===== src/hdl/bfpa_pkg.sv =====
// ----------------------------------------------------------------------------
// bfpa_pkg
// Shared types and constants of the best-fit partition allocator.
// ----------------------------------------------------------------------------
package bfpa_pkg;

   // item modes
   localparam logic MODE_LOAD  = 1'b0;
   localparam logic MODE_ALLOC = 1'b1;

   // field widths fixed by the interface
   localparam int unsigned IDX_FIELD_W  = 4;
   localparam int unsigned SIZE_FIELD_W = 16;
   localparam int unsigned TOTAL_W      = 20;
   localparam int unsigned CSR_W        = 5;

   localparam logic [TOTAL_W-1:0] TOTAL_MAX       = '1;
   localparam logic [CSR_W-1:0]   CSR_COUNT_RESET = 5'd16;

   // input beat
   typedef struct packed {
      logic                    mode;
      logic [IDX_FIELD_W-1:0]  partition_index;
      logic [SIZE_FIELD_W-1:0] size_value;
   } bfpa_req_type;

   // result beat
   typedef struct packed {
      logic                   granted;
      logic [IDX_FIELD_W-1:0] block_index;
      logic [TOTAL_W-1:0]     total_free;
   } bfpa_rsp_type;

   // control from the sequencer to the scan unit
   typedef struct packed {
      logic clear;
      logic beat;
   } bfpa_scan_ctl_type;

   // sequencer states
   typedef enum logic [1:0] {
      ST_IDLE,
      ST_SCAN,
      ST_DRAIN,
      ST_FINISH
   } bfpa_state_type;

endpackage


===== src/hdl/bfpa_store.sv =====
// ----------------------------------------------------------------------------
// bfpa_store
// Free-size memory: one write port, one registered read port. Entries not
// written since reset read as zero through a per-entry valid bit.
// ----------------------------------------------------------------------------
module bfpa_store #(
   parameter int unsigned DEPTH  = 16,
   parameter int unsigned WIDTH  = 16,
   parameter int unsigned ADDR_W = 4
) (
   input  logic              clock,
   input  logic              reset,
   input  logic              wr_en,
   input  logic [ADDR_W-1:0] wr_addr,
   input  logic [WIDTH-1:0]  wr_data,
   input  logic              rd_en,
   input  logic [ADDR_W-1:0] rd_addr,
   output logic [WIDTH-1:0]  rd_data
);

   logic [WIDTH-1:0] mem [DEPTH];
   logic [DEPTH-1:0] valid_ff;
   logic [WIDTH-1:0] rd_data_ff;
   logic             rd_valid_ff;

   // memory array
   always_ff @(posedge clock) begin
      if (wr_en) begin
         mem[wr_addr] <= wr_data;
      end
      if (rd_en) begin
         rd_data_ff <= mem[rd_addr];
      end
   end

   // valid bits, cleared at reset
   always_ff @(posedge clock) begin
      if (reset) begin
         valid_ff    <= '0;
         rd_valid_ff <= 1'b0;
      end else begin
         if (wr_en) begin
            valid_ff[wr_addr] <= 1'b1;
         end
         if (rd_en) begin
            rd_valid_ff <= valid_ff[rd_addr];
         end
      end
   end

   // unwritten entries read as zero
   assign rd_data = rd_valid_ff ? rd_data_ff : '0;

endmodule


===== src/hdl/bfpa_scan.sv =====
// ----------------------------------------------------------------------------
// bfpa_scan
// Best-fit search and free-size accumulation over one read beat per cycle.
// ----------------------------------------------------------------------------
module bfpa_scan
   import bfpa_pkg::*;
#(
   parameter int unsigned WIDTH  = 16,
   parameter int unsigned ADDR_W = 4,
   parameter int unsigned SUM_W  = 21
) (
   input  logic              clock,
   input  logic              reset,
   input  bfpa_scan_ctl_type ctl,
   input  logic [ADDR_W-1:0] beat_idx,
   input  logic [WIDTH-1:0]  beat_data,
   input  logic [WIDTH-1:0]  req_size,
   output logic              found,
   output logic [ADDR_W-1:0] best_idx,
   output logic [WIDTH-1:0]  best_diff,
   output logic [SUM_W-1:0]  sum
);

   logic              found_ff, found_in;
   logic [ADDR_W-1:0] best_idx_ff, best_idx_in;
   logic [WIDTH-1:0]  best_diff_ff, best_diff_in;
   logic [SUM_W-1:0]  sum_ff, sum_in;
   logic              fits;
   logic [WIDTH-1:0]  diff;
   logic              take;

   // compare this beat against the best so far
   always_comb begin
      fits = beat_data >= req_size;
      diff = beat_data - req_size;
      take = ctl.beat && fits && (!found_ff || (diff < best_diff_ff));
   end

   // next values
   always_comb begin
      found_in     = found_ff;
      best_idx_in  = best_idx_ff;
      best_diff_in = best_diff_ff;
      sum_in       = sum_ff;
      if (ctl.clear) begin
         found_in     = 1'b0;
         best_idx_in  = '0;
         best_diff_in = '0;
         sum_in       = '0;
      end else if (ctl.beat) begin
         sum_in = sum_ff + SUM_W'(beat_data);
         if (take) begin
            found_in     = 1'b1;
            best_idx_in  = beat_idx;
            best_diff_in = diff;
         end
      end
   end

   always_ff @(posedge clock) begin
      if (reset) begin
         found_ff <= 1'b0;
         sum_ff   <= '0;
      end else begin
         found_ff <= found_in;
         sum_ff   <= sum_in;
      end
      best_idx_ff  <= best_idx_in;
      best_diff_ff <= best_diff_in;
   end

   assign found     = found_ff;
   assign best_idx  = best_idx_ff;
   assign best_diff = best_diff_ff;
   assign sum       = sum_ff;

endmodule


===== src/hdl/best_fit_partition_allocator_core.sv =====
// ----------------------------------------------------------------------------
// best_fit_partition_allocator_core
// Best-fit allocator over a table of partition free sizes kept in memory.
//
//   channel  ports                     direction  flow
//   request  start, busy, req_beat     in         start while busy low
//   result   rsp_valid, rsp_beat       out        one-cycle strobe
//   config   csr_we, csr_wdata         in         write, no wait
//
// An item passes from the accept edge through the scan, a drain state and a
// finish state to the edge that takes its result; the scan is skipped with
// no partitions in use. The scan reads the memory one entry per cycle
// through its single read port, the drain state empties the read pipe, and
// the winner is written back at the edge that raises the result strobe. busy is
// low again in the cycle the result is shown. Reset clears the table through
// per-entry valid bits. The result side has no back-pressure.
// ----------------------------------------------------------------------------
module best_fit_partition_allocator_core
   import bfpa_pkg::*;
#(
   parameter int unsigned NUM_PARTITIONS = 16,
   parameter int unsigned SIZE_BITS      = 16
) (
   input  logic               clock,
   input  logic               reset,
   input  logic               start,
   output logic               busy,
   input  bfpa_req_type       req_beat,
   output logic               rsp_valid,
   output bfpa_rsp_type       rsp_beat,
   input  logic               csr_we,
   input  logic [CSR_W-1:0]   csr_wdata
);

   localparam int unsigned ADDR_W = $clog2(NUM_PARTITIONS);
   localparam int unsigned CNT_W  = $clog2(NUM_PARTITIONS + 1);
   localparam int unsigned SUM_W  = SIZE_BITS + ADDR_W + 1;

   bfpa_state_type    state_ff, state_in;
   logic [CSR_W-1:0]  csr_count_ff;
   logic [CNT_W-1:0]  n_now;
   logic [CNT_W-1:0]  n_ff;
   logic              mode_ff;
   logic [SIZE_BITS-1:0] size_ff;
   logic [CNT_W-1:0]  rd_addr_ff, rd_addr_in;
   logic              beat_ff;
   logic [ADDR_W-1:0] beat_idx_ff;
   logic              rsp_valid_ff;
   bfpa_rsp_type      rsp_ff;

   logic              accept;
   logic              load_hit;
   logic              last_issue;
   logic              rd_en;
   logic              wr_en;
   logic [ADDR_W-1:0] wr_addr;
   logic [SIZE_BITS-1:0] wr_data;
   logic [SIZE_BITS-1:0] rd_data;
   logic [SIZE_BITS-1:0] req_size;
   bfpa_scan_ctl_type scan_ctl;
   logic              found;
   logic [ADDR_W-1:0] best_idx;
   logic [SIZE_BITS-1:0] best_diff;
   logic [SUM_W-1:0]  sum;
   logic              grant;
   logic [SUM_W-1:0]  sum_after;
   bfpa_rsp_type      rsp_in;

   // partitions in use, limited to the table depth
   always_comb begin
      if (32'(csr_count_ff) > 32'(NUM_PARTITIONS)) begin
         n_now = CNT_W'(NUM_PARTITIONS);
      end else begin
         n_now = CNT_W'(csr_count_ff);
      end
   end

   assign accept   = start && (state_ff == ST_IDLE);
   assign req_size = SIZE_BITS'(req_beat.size_value);
   assign load_hit = accept && (req_beat.mode == MODE_LOAD)
                     && (32'(req_beat.partition_index) < 32'(n_now));
   assign last_issue = (rd_addr_ff == (n_ff - CNT_W'(1)));

   // next state
   always_comb begin
      state_in = state_ff;
      case (state_ff)
         ST_IDLE: begin
            if (start) begin
               state_in = (n_now == '0) ? ST_FINISH : ST_SCAN;
            end
         end
         ST_SCAN: begin
            if (last_issue) begin
               state_in = ST_DRAIN;
            end
         end
         ST_DRAIN:  state_in = ST_FINISH;
         ST_FINISH: state_in = ST_IDLE;
         default:   state_in = ST_IDLE;
      endcase
   end

   // result of the finished scan
   always_comb begin
      grant     = (mode_ff == MODE_ALLOC) && found;
      sum_after = sum - (grant ? SUM_W'(size_ff) : '0);
      rsp_in.granted     = grant;
      rsp_in.block_index = grant ? IDX_FIELD_W'(best_idx) : '0;
      if (64'(sum_after) > 64'(TOTAL_MAX)) begin
         rsp_in.total_free = TOTAL_MAX;
      end else begin
         rsp_in.total_free = TOTAL_W'(sum_after);
      end
   end

   // outputs of the sequencer
   always_comb begin
      rd_en          = 1'b0;
      rd_addr_in     = rd_addr_ff;
      wr_en          = 1'b0;
      wr_addr        = best_idx;
      wr_data        = best_diff;
      scan_ctl.clear = 1'b0;
      scan_ctl.beat  = beat_ff;
      case (state_ff)
         ST_IDLE: begin
            rd_addr_in     = '0;
            scan_ctl.clear = accept;
            wr_en          = load_hit;
            wr_addr        = ADDR_W'(req_beat.partition_index);
            wr_data        = req_size;
         end
         ST_SCAN: begin
            rd_en      = 1'b1;
            rd_addr_in = rd_addr_ff + CNT_W'(1);
         end
         ST_DRAIN: begin
         end
         ST_FINISH: begin
            wr_en = grant;
         end
         default: begin
         end
      endcase
   end

   // control registers
   always_ff @(posedge clock) begin
      if (reset) begin
         state_ff     <= ST_IDLE;
         csr_count_ff <= CSR_COUNT_RESET;
         rd_addr_ff   <= '0;
         beat_ff      <= 1'b0;
         rsp_valid_ff <= 1'b0;
      end else begin
         state_ff     <= state_in;
         rd_addr_ff   <= rd_addr_in;
         beat_ff      <= rd_en;
         rsp_valid_ff <= (state_ff == ST_FINISH);
         if (csr_we) begin
            csr_count_ff <= csr_wdata;
         end
      end
   end

   // item and payload registers
   always_ff @(posedge clock) begin
      if (accept) begin
         mode_ff <= req_beat.mode;
         size_ff <= req_size;
         n_ff    <= n_now;
      end
      beat_idx_ff <= rd_addr_ff[ADDR_W-1:0];
      if (state_ff == ST_FINISH) begin
         rsp_ff <= rsp_in;
      end
   end

   bfpa_store #(
      .DEPTH  (NUM_PARTITIONS),
      .WIDTH  (SIZE_BITS),
      .ADDR_W (ADDR_W)
   ) u_store (
      .clock   (clock),
      .reset   (reset),
      .wr_en   (wr_en),
      .wr_addr (wr_addr),
      .wr_data (wr_data),
      .rd_en   (rd_en),
      .rd_addr (rd_addr_ff[ADDR_W-1:0]),
      .rd_data (rd_data)
   );

   bfpa_scan #(
      .WIDTH  (SIZE_BITS),
      .ADDR_W (ADDR_W),
      .SUM_W  (SUM_W)
   ) u_scan (
      .clock     (clock),
      .reset     (reset),
      .ctl       (scan_ctl),
      .beat_idx  (beat_idx_ff),
      .beat_data (rd_data),
      .req_size  (size_ff),
      .found     (found),
      .best_idx  (best_idx),
      .best_diff (best_diff),
      .sum       (sum)
   );

   assign busy      = (state_ff != ST_IDLE);
   assign rsp_valid = rsp_valid_ff;
   assign rsp_beat  = rsp_ff;

   // a result strobe always follows the finish cycle
   a_rsp_after_finish: assert property (@(posedge clock) disable iff (reset)
      rsp_valid_ff |-> $past(state_ff == ST_FINISH))
      else $error("result strobe without a finish cycle");

   // loads never grant
   a_load_no_grant: assert property (@(posedge clock) disable iff (reset)
      (rsp_valid_ff && rsp_ff.granted) |-> (mode_ff == MODE_ALLOC))
      else $error("grant on a load beat");

   // the read address stays inside the partitions in use
   a_scan_in_range: assert property (@(posedge clock) disable iff (reset)
      (state_ff == ST_SCAN) |-> (rd_addr_ff < n_ff))
      else $error("scan read beyond partitions in use");

   // the winner write-back happens only with a found entry
   a_write_found: assert property (@(posedge clock) disable iff (reset)
      (state_ff == ST_FINISH && wr_en) |-> found)
      else $error("write-back without a fitting partition");

endmodule

===== config.mk =====
export PLATFORM = sky130hd
export DESIGN_NAME = best_fit_partition_allocator_core
export DESIGN_NICKNAME = d
export VERILOG_FILES = /design/src/hdl/bfpa_pkg.sv /design/src/hdl/bfpa_store.sv /design/src/hdl/bfpa_scan.sv /design/src/hdl/best_fit_partition_allocator_core.sv
export SDC_FILE = /design/constraint.sdc
export NUM_CORES = 1
export LEC_CHECK = 0
export CELL_PAD_IN_SITES_DETAIL_PLACEMENT = 0
export CELL_PAD_IN_SITES_GLOBAL_PLACEMENT = 2
export CORE_MARGIN = 8
export CORE_UTILIZATION = 50
export CTS_CLUSTER_SIZE = 14
export DETAILED_ROUTE_END_ITERATION = 7
export DONT_BUFFER_PORTS = 1
export PLACE_DENSITY = 0.9
export SYNTH_ARGS = -nofsm -noshare
export SYNTH_HDL_FRONTEND = slang
export SYNTH_SLANG_ARGS = --single-unit

===== constraint.sdc =====
create_clock -name clock -period 7.53 [get_ports clock]
set_clock_uncertainty 0.05 [all_clocks]
set_input_delay 0.3765 -clock clock [delete_from_list [all_inputs] [get_ports clock]]
set_output_delay 0.3765 -clock clock [all_outputs]
set_load 0.1 [all_outputs]

======== Yosys cells after proc, flatten, opt, wreduce, memory -nomap -nowiden ========
Memory sizes are Yosys's and may differ from the RTL's. A register that Yosys moved wholly into a read port is not among the register bits.
Index checks and enable logic that the tools add are counted.
operators by class
  equality and inequality tests ........... 6
  bitwise logic cells ..................... 2
  magnitude comparators ................... 8
  $add $sub $neg .......................... 5
  mux-type cells .......................... 19
  reductions and logical operators ........ 16
operators by type and width
  operator              number
  $mux 16               3
  $add 21x16->21        1
  $gt 21x20->1 const B  1
  $sub 21x16->21        1
  $ge 16x16->1          1
  $lt 16x16->1          1
  $or 16x16->16         1
  $sub 16x16->16        1
  $lt 4x5->1 const B    2
  $pmux 5 s2            1
  $pmux 2 s4            1
  $logic_and 1x1->1     7
  $mux 1                6
  $mux 2                3
  $add 5x1->5 const B   1
  $eq 5x5->1            1
  $gt 5x5->1 const B    1
  $logic_not 5->1       1
  $lt 4x5->1            1
  $mux 5                1
  $sub 5x1->5 const B   1
  $bmux 1 s4            1
  $demux 1 s4           1
  $eq 2x2->1 const B    2
  other kinds (12)      15
word-level totals
  input bits .............................. 30
  register bits after elaboration ......... 124
  output and inout bits ................... 27
  memory bits (writable) .................. 256
  memories kept ........................... 1
memories
  memory       words  bits a word  rd ports  clocked after Yosys merged registers in  write ports  RTL line          RTL
  u_store.mem  16     16           1         1                                        1            bfpa_store.sv:21  logic [WIDTH-1:0] mem [DEPTH];

======== Longest topological paths before layout ========
  depth after elaboration ................. 7
  mapped depth ............................ 23

======== By module ========
From an unflattened synthesis, not the netlist that was laid out.
unflattened totals
  cell total of the unflattened synthesis .. 1,318
  area, all modules ....................... 18,552.8 µm²
by module, submodules not included
  module                             cells an instance  instances  seq. area each (µm²)  area an instance (µm²)
  bfpa_store                         479                1          8,508.2               11,016.8
  best_fit_partition_allocator_core  362                1          1,771.7               3,817.4
  bfpa_scan                          477                1          840.8                 3,718.6

======== Worst setup path before layout ========
OpenSTA, ideal clock, no wires.
  kind .................................... reg-to-reg
  start point ............................. register u_store.rd_valid_ff
  end point ............................... register u_scan.best_diff_ff[1] (netlist: u_scan.best_diff[1])
  arrival ................................. 4,093 ps
  setup slack ............................. 3,225 ps
  cell stages (with the launch flop) ...... 22
  required time ........................... 7,318 ps
  period minus slack after synthesis ...... 4,305 ps
  path buffers ............................ 4
  path through ............................ dfxtp_1 > buf_2 > buf_2 > clkbuf_1 > nand2_1 > ha_1 > inv_1 > fa_1 > a21oi_1 > maj3_1 > a21oi_1 > nand2b_1 > xnor2_1 > ha_1 > and3_1 > a2111o_1 > a2111o_1 > a31oi_2 > and3_4 > buf_8 > mux2i_1 > nor2_1
on the way
  cells in the longest elaborated chain, start to end .. 6
  elaborated cells between the ends (all ways) .. 8
ends and longest elaborated chain
  element                     RTL line          RTL
  start, declared             bfpa_store.sv:24  logic rd_valid_ff;
  start signal, assigned      bfpa_store.sv:46  rd_valid_ff <= valid_ff[rd_addr];
  $mux 16                     bfpa_store.sv:52  assign rd_data = rd_valid_ff ? rd_data_ff : '0;
  $sub 16x16->16              bfpa_scan.sv:35   diff = beat_data - req_size;
  via u_scan.diff[6]          bfpa_scan.sv:29   logic [WIDTH-1:0] diff;
  $lt 16x16->1                bfpa_scan.sv:36   take = ctl.beat && fits && (!found_ff || (diff < best_diff_ff));
  $logic_or 1x1->1            bfpa_scan.sv:36
  $logic_and 1x1->1           bfpa_scan.sv:36
  $reduce_and 2->1 (no line)  --
  end signal, assigned        bfpa_scan.sv:69   best_diff_ff <= best_diff_in;
  end, declared               bfpa_scan.sv:26   logic [WIDTH-1:0] best_diff_ff, best_diff_in;
The timed path passes the listed nets, and every way through them passes these cells.
A chain may end at the register's enable or synchronous reset.

======== Worst setup path in the final report ========
Same ends and word-level chain as after synthesis.

==> results.md <==
* DRC violation count after routing at 0
* Most frequently used flop master after synthesis: sky130_fd_sc_hd__edfxtp_1
* Highest cell delay on the worst timing path at slightly below 0.7 ns
* Setup Total Neg Slack at 0 ns
* Pin slew with the least headroom to its limit at approximately 1.2 ns
* CP cell instances: buf_4, nand2_1, ha_1, inv_1, fa_1, a21oi_1, maj3_1, a21oi_1, nand2b_1, xnor2_1, ha_1, and3_1, a2111o_1, a2111o_1, a31oi_2, and3_4, mux2i_1, nor2_1
* Post-CTS Hold Buffers at 28
* Logic depth of the worst register-to-register path at 18
* Min cycle time layout at just under 5 ns
* Half-perimeter wire length after placement at around 26 mm
* Clock latency at the later pin of the worst-skew pair at 0.57 ns
* Violation count after the first detailed-route iteration at between 800 and 900
* Top fanout value on the critical path at 20
* Total track usage at 0.191
* Mean routed wirelength per cell at 22.6 µm
* CTS buffer count at 42
* Worst hold path type: in -> reg
* Post-route antenna net violation count at 0
* Number of slew-limit violations in the final report at 0
* Slowest CP cell: sky130_fd_sc_hd__dfxtp_1
* CP required at around 7.9 ns
* Crit share post-route at 0.643
* Row cnt at 70
* PwrDens at 300 nW/µm²
* Area share of the largest cell type after synthesis at 0.525
* Maximum root-to-sink buffer count at 3
* Net count after synthesis at about 1400
* Routability congestion estimate from global placement at 0.850
* Number of flops mapped to enable cells by yosys at 319
* Post-cts repair resize count at 0
* Reg2reg end: u_scan.best_diff[1]$_SDFFE_PP0P_
* Maximum number of pins on one net before global-route repair at 52
* Overall die area at 42900 µm²
* Fraction of final layout cells with drive strength greater than 1 at 0.164
* Core Footprint at 36300 µm²
* Sink of the worst hold path: rd_addr_ff[1]$_SDFFE_PP0P_
* Worst R2R Start: u_store.rd_valid_ff$_SDFFE_PP0P_
* Clock tree root buffer cell: sky130_fd_sc_hd__clkbuf_16
* Synthesized instance count at between 1000 and 1500
* Leading cell type in the layout, fill and taps excluded: sky130_fd_sc_hd__edfxtp_1
* Worst slew margin relative to its limit at 0.189
* Clock tree from TritonCTS: built
* Buffers on Ports at 0
* Wire length of the first global-routing pass at around 64 mm
* Count of filler cells inserted in the layout at about 2900
* Async SR Flop Fraction at 0
* Clock transition at the registers of the reported paths at around 0.06 ns
* Worst R2R Setup Slack at between 2 and 3 ns
* Clock sink count at 396
* Via count of the first global-routing pass at 10800
* Initial antenna violation count at 1
* Average footprint of a synthesized cell at between 10 and 15 µm²
* Data arrival time of the critical path at 5.21 ns
* 1st-pass router iterations at 5
* Leading post-synthesis cells by cell area: sky130_fd_sc_hd__edfxtp_1 52%, sky130_fd_sc_hd__mux4_2 10%, sky130_fd_sc_hd__dfxtp_1 8.4%
* Max-cap check violation count at 0
* Cell accounting for the most synthesized area: sky130_fd_sc_hd__edfxtp_1
* Worst Hold Depth at 2
* Initial cell density of the core at 0.503
* Post-route cell area at just over 20000 µm²
* Number of register bits inferred by synthesis at around 400
* Die Width at 207 µm
* Post-synth cell types at 83
* Detail-routed via count per cell at ~5.8
* Worst-case vdd ir drop at roughly 0.25 mV
* Total wire length after detailed routing at ~41 mm
* NumNets Final at between 1000 and 1500
* Count of buffers added by post-CTS timing repair for setup at 0
* Max frequency at 207 MHz
* Post-Syn Area at between 15000 and 20000 µm²
* Area added between synthesis and finish at 13.0%
* CTS H-tree depth at 2
* Total of endpoints with negative setup slack in the final report at 0
* Number of vias after detailed routing at approximately 11000
* Worst Path Class, Setup: reg -> reg
* Hold path startpoint: reset
* Number of warnings reported in the yosys synthesis log at 0
* Sequential element share of the synthesized area at 0.609
* Post-route total power at around 6200 µW
* Status: finished clean
* Number of failing hold endpoints at the final stage at 0
* CP endpoint kind: flip-flop
* Chip height at 207 µm
* Number of placed I/O pins at between 50 and 60
* Commonest cells after routing, fill and taps aside: 319 x sky130_fd_sc_hd__edfxtp_1, 87 x sky130_fd_sc_hd__nand2_1, 85 x sky130_fd_sc_hd__mux4_2
* Unrepaired setup endpoints after global routing: false
* Grt ovf at 0
* Type of origin of the critical path: flip-flop
* Static leakage at ~0.007 µW
* Post-placement cell area at 18900 µm²
* Diodes inserted at 0
## sequential cells by signal, indices dropped and copies added (netlist names), 2 cells and up
register	count
beat_idx_ff	4
csr_count_ff	5
n_ff	5
rd_addr_ff	5
rsp_beat	25
size_ff	16
state_ff	2
u_scan.best_diff	16
u_scan.best_idx	4
u_scan.sum	21
u_store.mem	256
u_store.rd_data_ff	16
u_store.valid_ff	16
## worst max-delay path by stage
stage,startpoint,to,slack (ns),depth (start not counted)
2_1_floorplan,u_store.rd_valid_ff$_SDFFE_PP0P_,u_scan.best_diff[1]$_SDFFE_PP0P_,3.22,21
3_3_place_gp,u_store.rd_valid_ff$_SDFFE_PP0P_,u_scan.best_idx[0]$_SDFFE_PP0P_,2.84,18
3_5_place_dp,u_store.rd_valid_ff$_SDFFE_PP0P_,u_scan.best_diff[3]$_SDFFE_PP0P_,2.69,18
4_1_cts,u_store.rd_valid_ff$_SDFFE_PP0P_,u_scan.best_diff[3]$_SDFFE_PP0P_,2.66,18
5_1_grt,u_store.rd_valid_ff$_SDFFE_PP0P_,u_scan.best_diff[1]$_SDFFE_PP0P_,2.37,17
6_report,u_store.rd_valid_ff$_SDFFE_PP0P_,u_scan.best_diff[1]$_SDFFE_PP0P_,2.69,18
## cell families (layout without fill, tap and decap cells)
group | Yosys count | after routing | share of synthesized area
flops | 396 | 396 | 0.609
simple gates | 306 | 306 | 0.0847
compound gates | 210 | 210 | 0.0789
buf+inv | 133 | 213 | 0.0309
mux | 110 | 110 | 0.119
fa+ha+maj | 74 | 74 | 0.0515
xor+xnor | 54 | 54 | 0.0259
## routing by layer
metal | wire length, µm | track usage
met5 | 0 | 0
met2 | 20800 | 0.329
met3 | 1940 | 0.0267
met1 | 17600 | 0.250
met4 | 1030 | 0.0569
## metrics by stage
step / hold WS (ns) / setup slack, ns / std cells / util
after floorplan: 0.279 / 3.22 / 1283 / -
after global placement: 0.392 / 2.84 / 1725 / 0.520
after detailed placement: 0.397 / 2.69 / 1725 / 0.520
after CTS: 0.0148 / 2.66 / 1831 / 0.568
after global routing: 0.0375 / 2.37 / 1831 / 0.568
final: 0.0417 / 2.69 / 1831 / 0.568
## final cells by class
| type | count | area [µm²] | area share |
|---|---|---|---|
| sequential | 396 | 11100 | 0.540 |
| multi-input combinational | 754 | 6610 | 0.321 |
| clock buffer | 46 | 1090 | 0.0527 |
| tap | 468 | 586 | 0.0284 |
| timing repair buffer | 64 | 561 | 0.0272 |
| clock inverter | 32 | 380 | 0.0185 |
| inverter | 71 | 267 | 0.0129 |
## critical path: cells and delay by family, from the launching register on
family / cells / cell delay (ns)
AO/OA/AOI/OAI: 5 / 1.25
flip-flops: 1 / 0.68
buffers and inverters: 2 / 0.38
AND/OR/NAND/NOR: 5 / 0.85
adder cells (fa/ha/maj): 4 / 1.09
XOR/XNOR: 1 / 0.16
multiplexers: 1 / 0.24
## cell usage after synthesis (4+ instances only)
library cell	n
sky130_fd_sc_hd__nor3_1	15
sky130_fd_sc_hd__clkbuf_1	34
sky130_fd_sc_hd__dfxtp_1	77
sky130_fd_sc_hd__nor2b_1	13
sky130_fd_sc_hd__a211oi_1	10
sky130_fd_sc_hd__o21ai_0	45
sky130_fd_sc_hd__o21ai_1	4
sky130_fd_sc_hd__o211ai_1	9
sky130_fd_sc_hd__nor2_1	69
sky130_fd_sc_hd__or3_1	5
sky130_fd_sc_hd__buf_1	8
sky130_fd_sc_hd__o22ai_1	18
sky130_fd_sc_hd__o31ai_1	4
sky130_fd_sc_hd__xor2_1	25
sky130_fd_sc_hd__nand3_1	19
sky130_fd_sc_hd__buf_4	4
sky130_fd_sc_hd__mux4_2	85
sky130_fd_sc_hd__nand2b_1	14
sky130_fd_sc_hd__nor3b_1	12
sky130_fd_sc_hd__edfxtp_1	319
sky130_fd_sc_hd__a21oi_1	40
sky130_fd_sc_hd__inv_1	71
sky130_fd_sc_hd__a31oi_1	8
sky130_fd_sc_hd__nand3b_1	8
sky130_fd_sc_hd__a21o_1	12
sky130_fd_sc_hd__nand2_1	87
sky130_fd_sc_hd__and3_1	17
sky130_fd_sc_hd__buf_2	11
sky130_fd_sc_hd__and2_1	21
sky130_fd_sc_hd__ha_1	67
sky130_fd_sc_hd__nand4_1	7
sky130_fd_sc_hd__xnor2_1	29
sky130_fd_sc_hd__mux2i_1	24
sky130_fd_sc_hd__o21a_1	11
## where the power goes
| part | switching [µW] | internal (µW) |
|---|---|---|
| registers | 199 | 2670 |
| clock network | 883 | 1300 |
| logic | 711 | 424 |
Note: power is estimated with default switching activity, not from simulation.
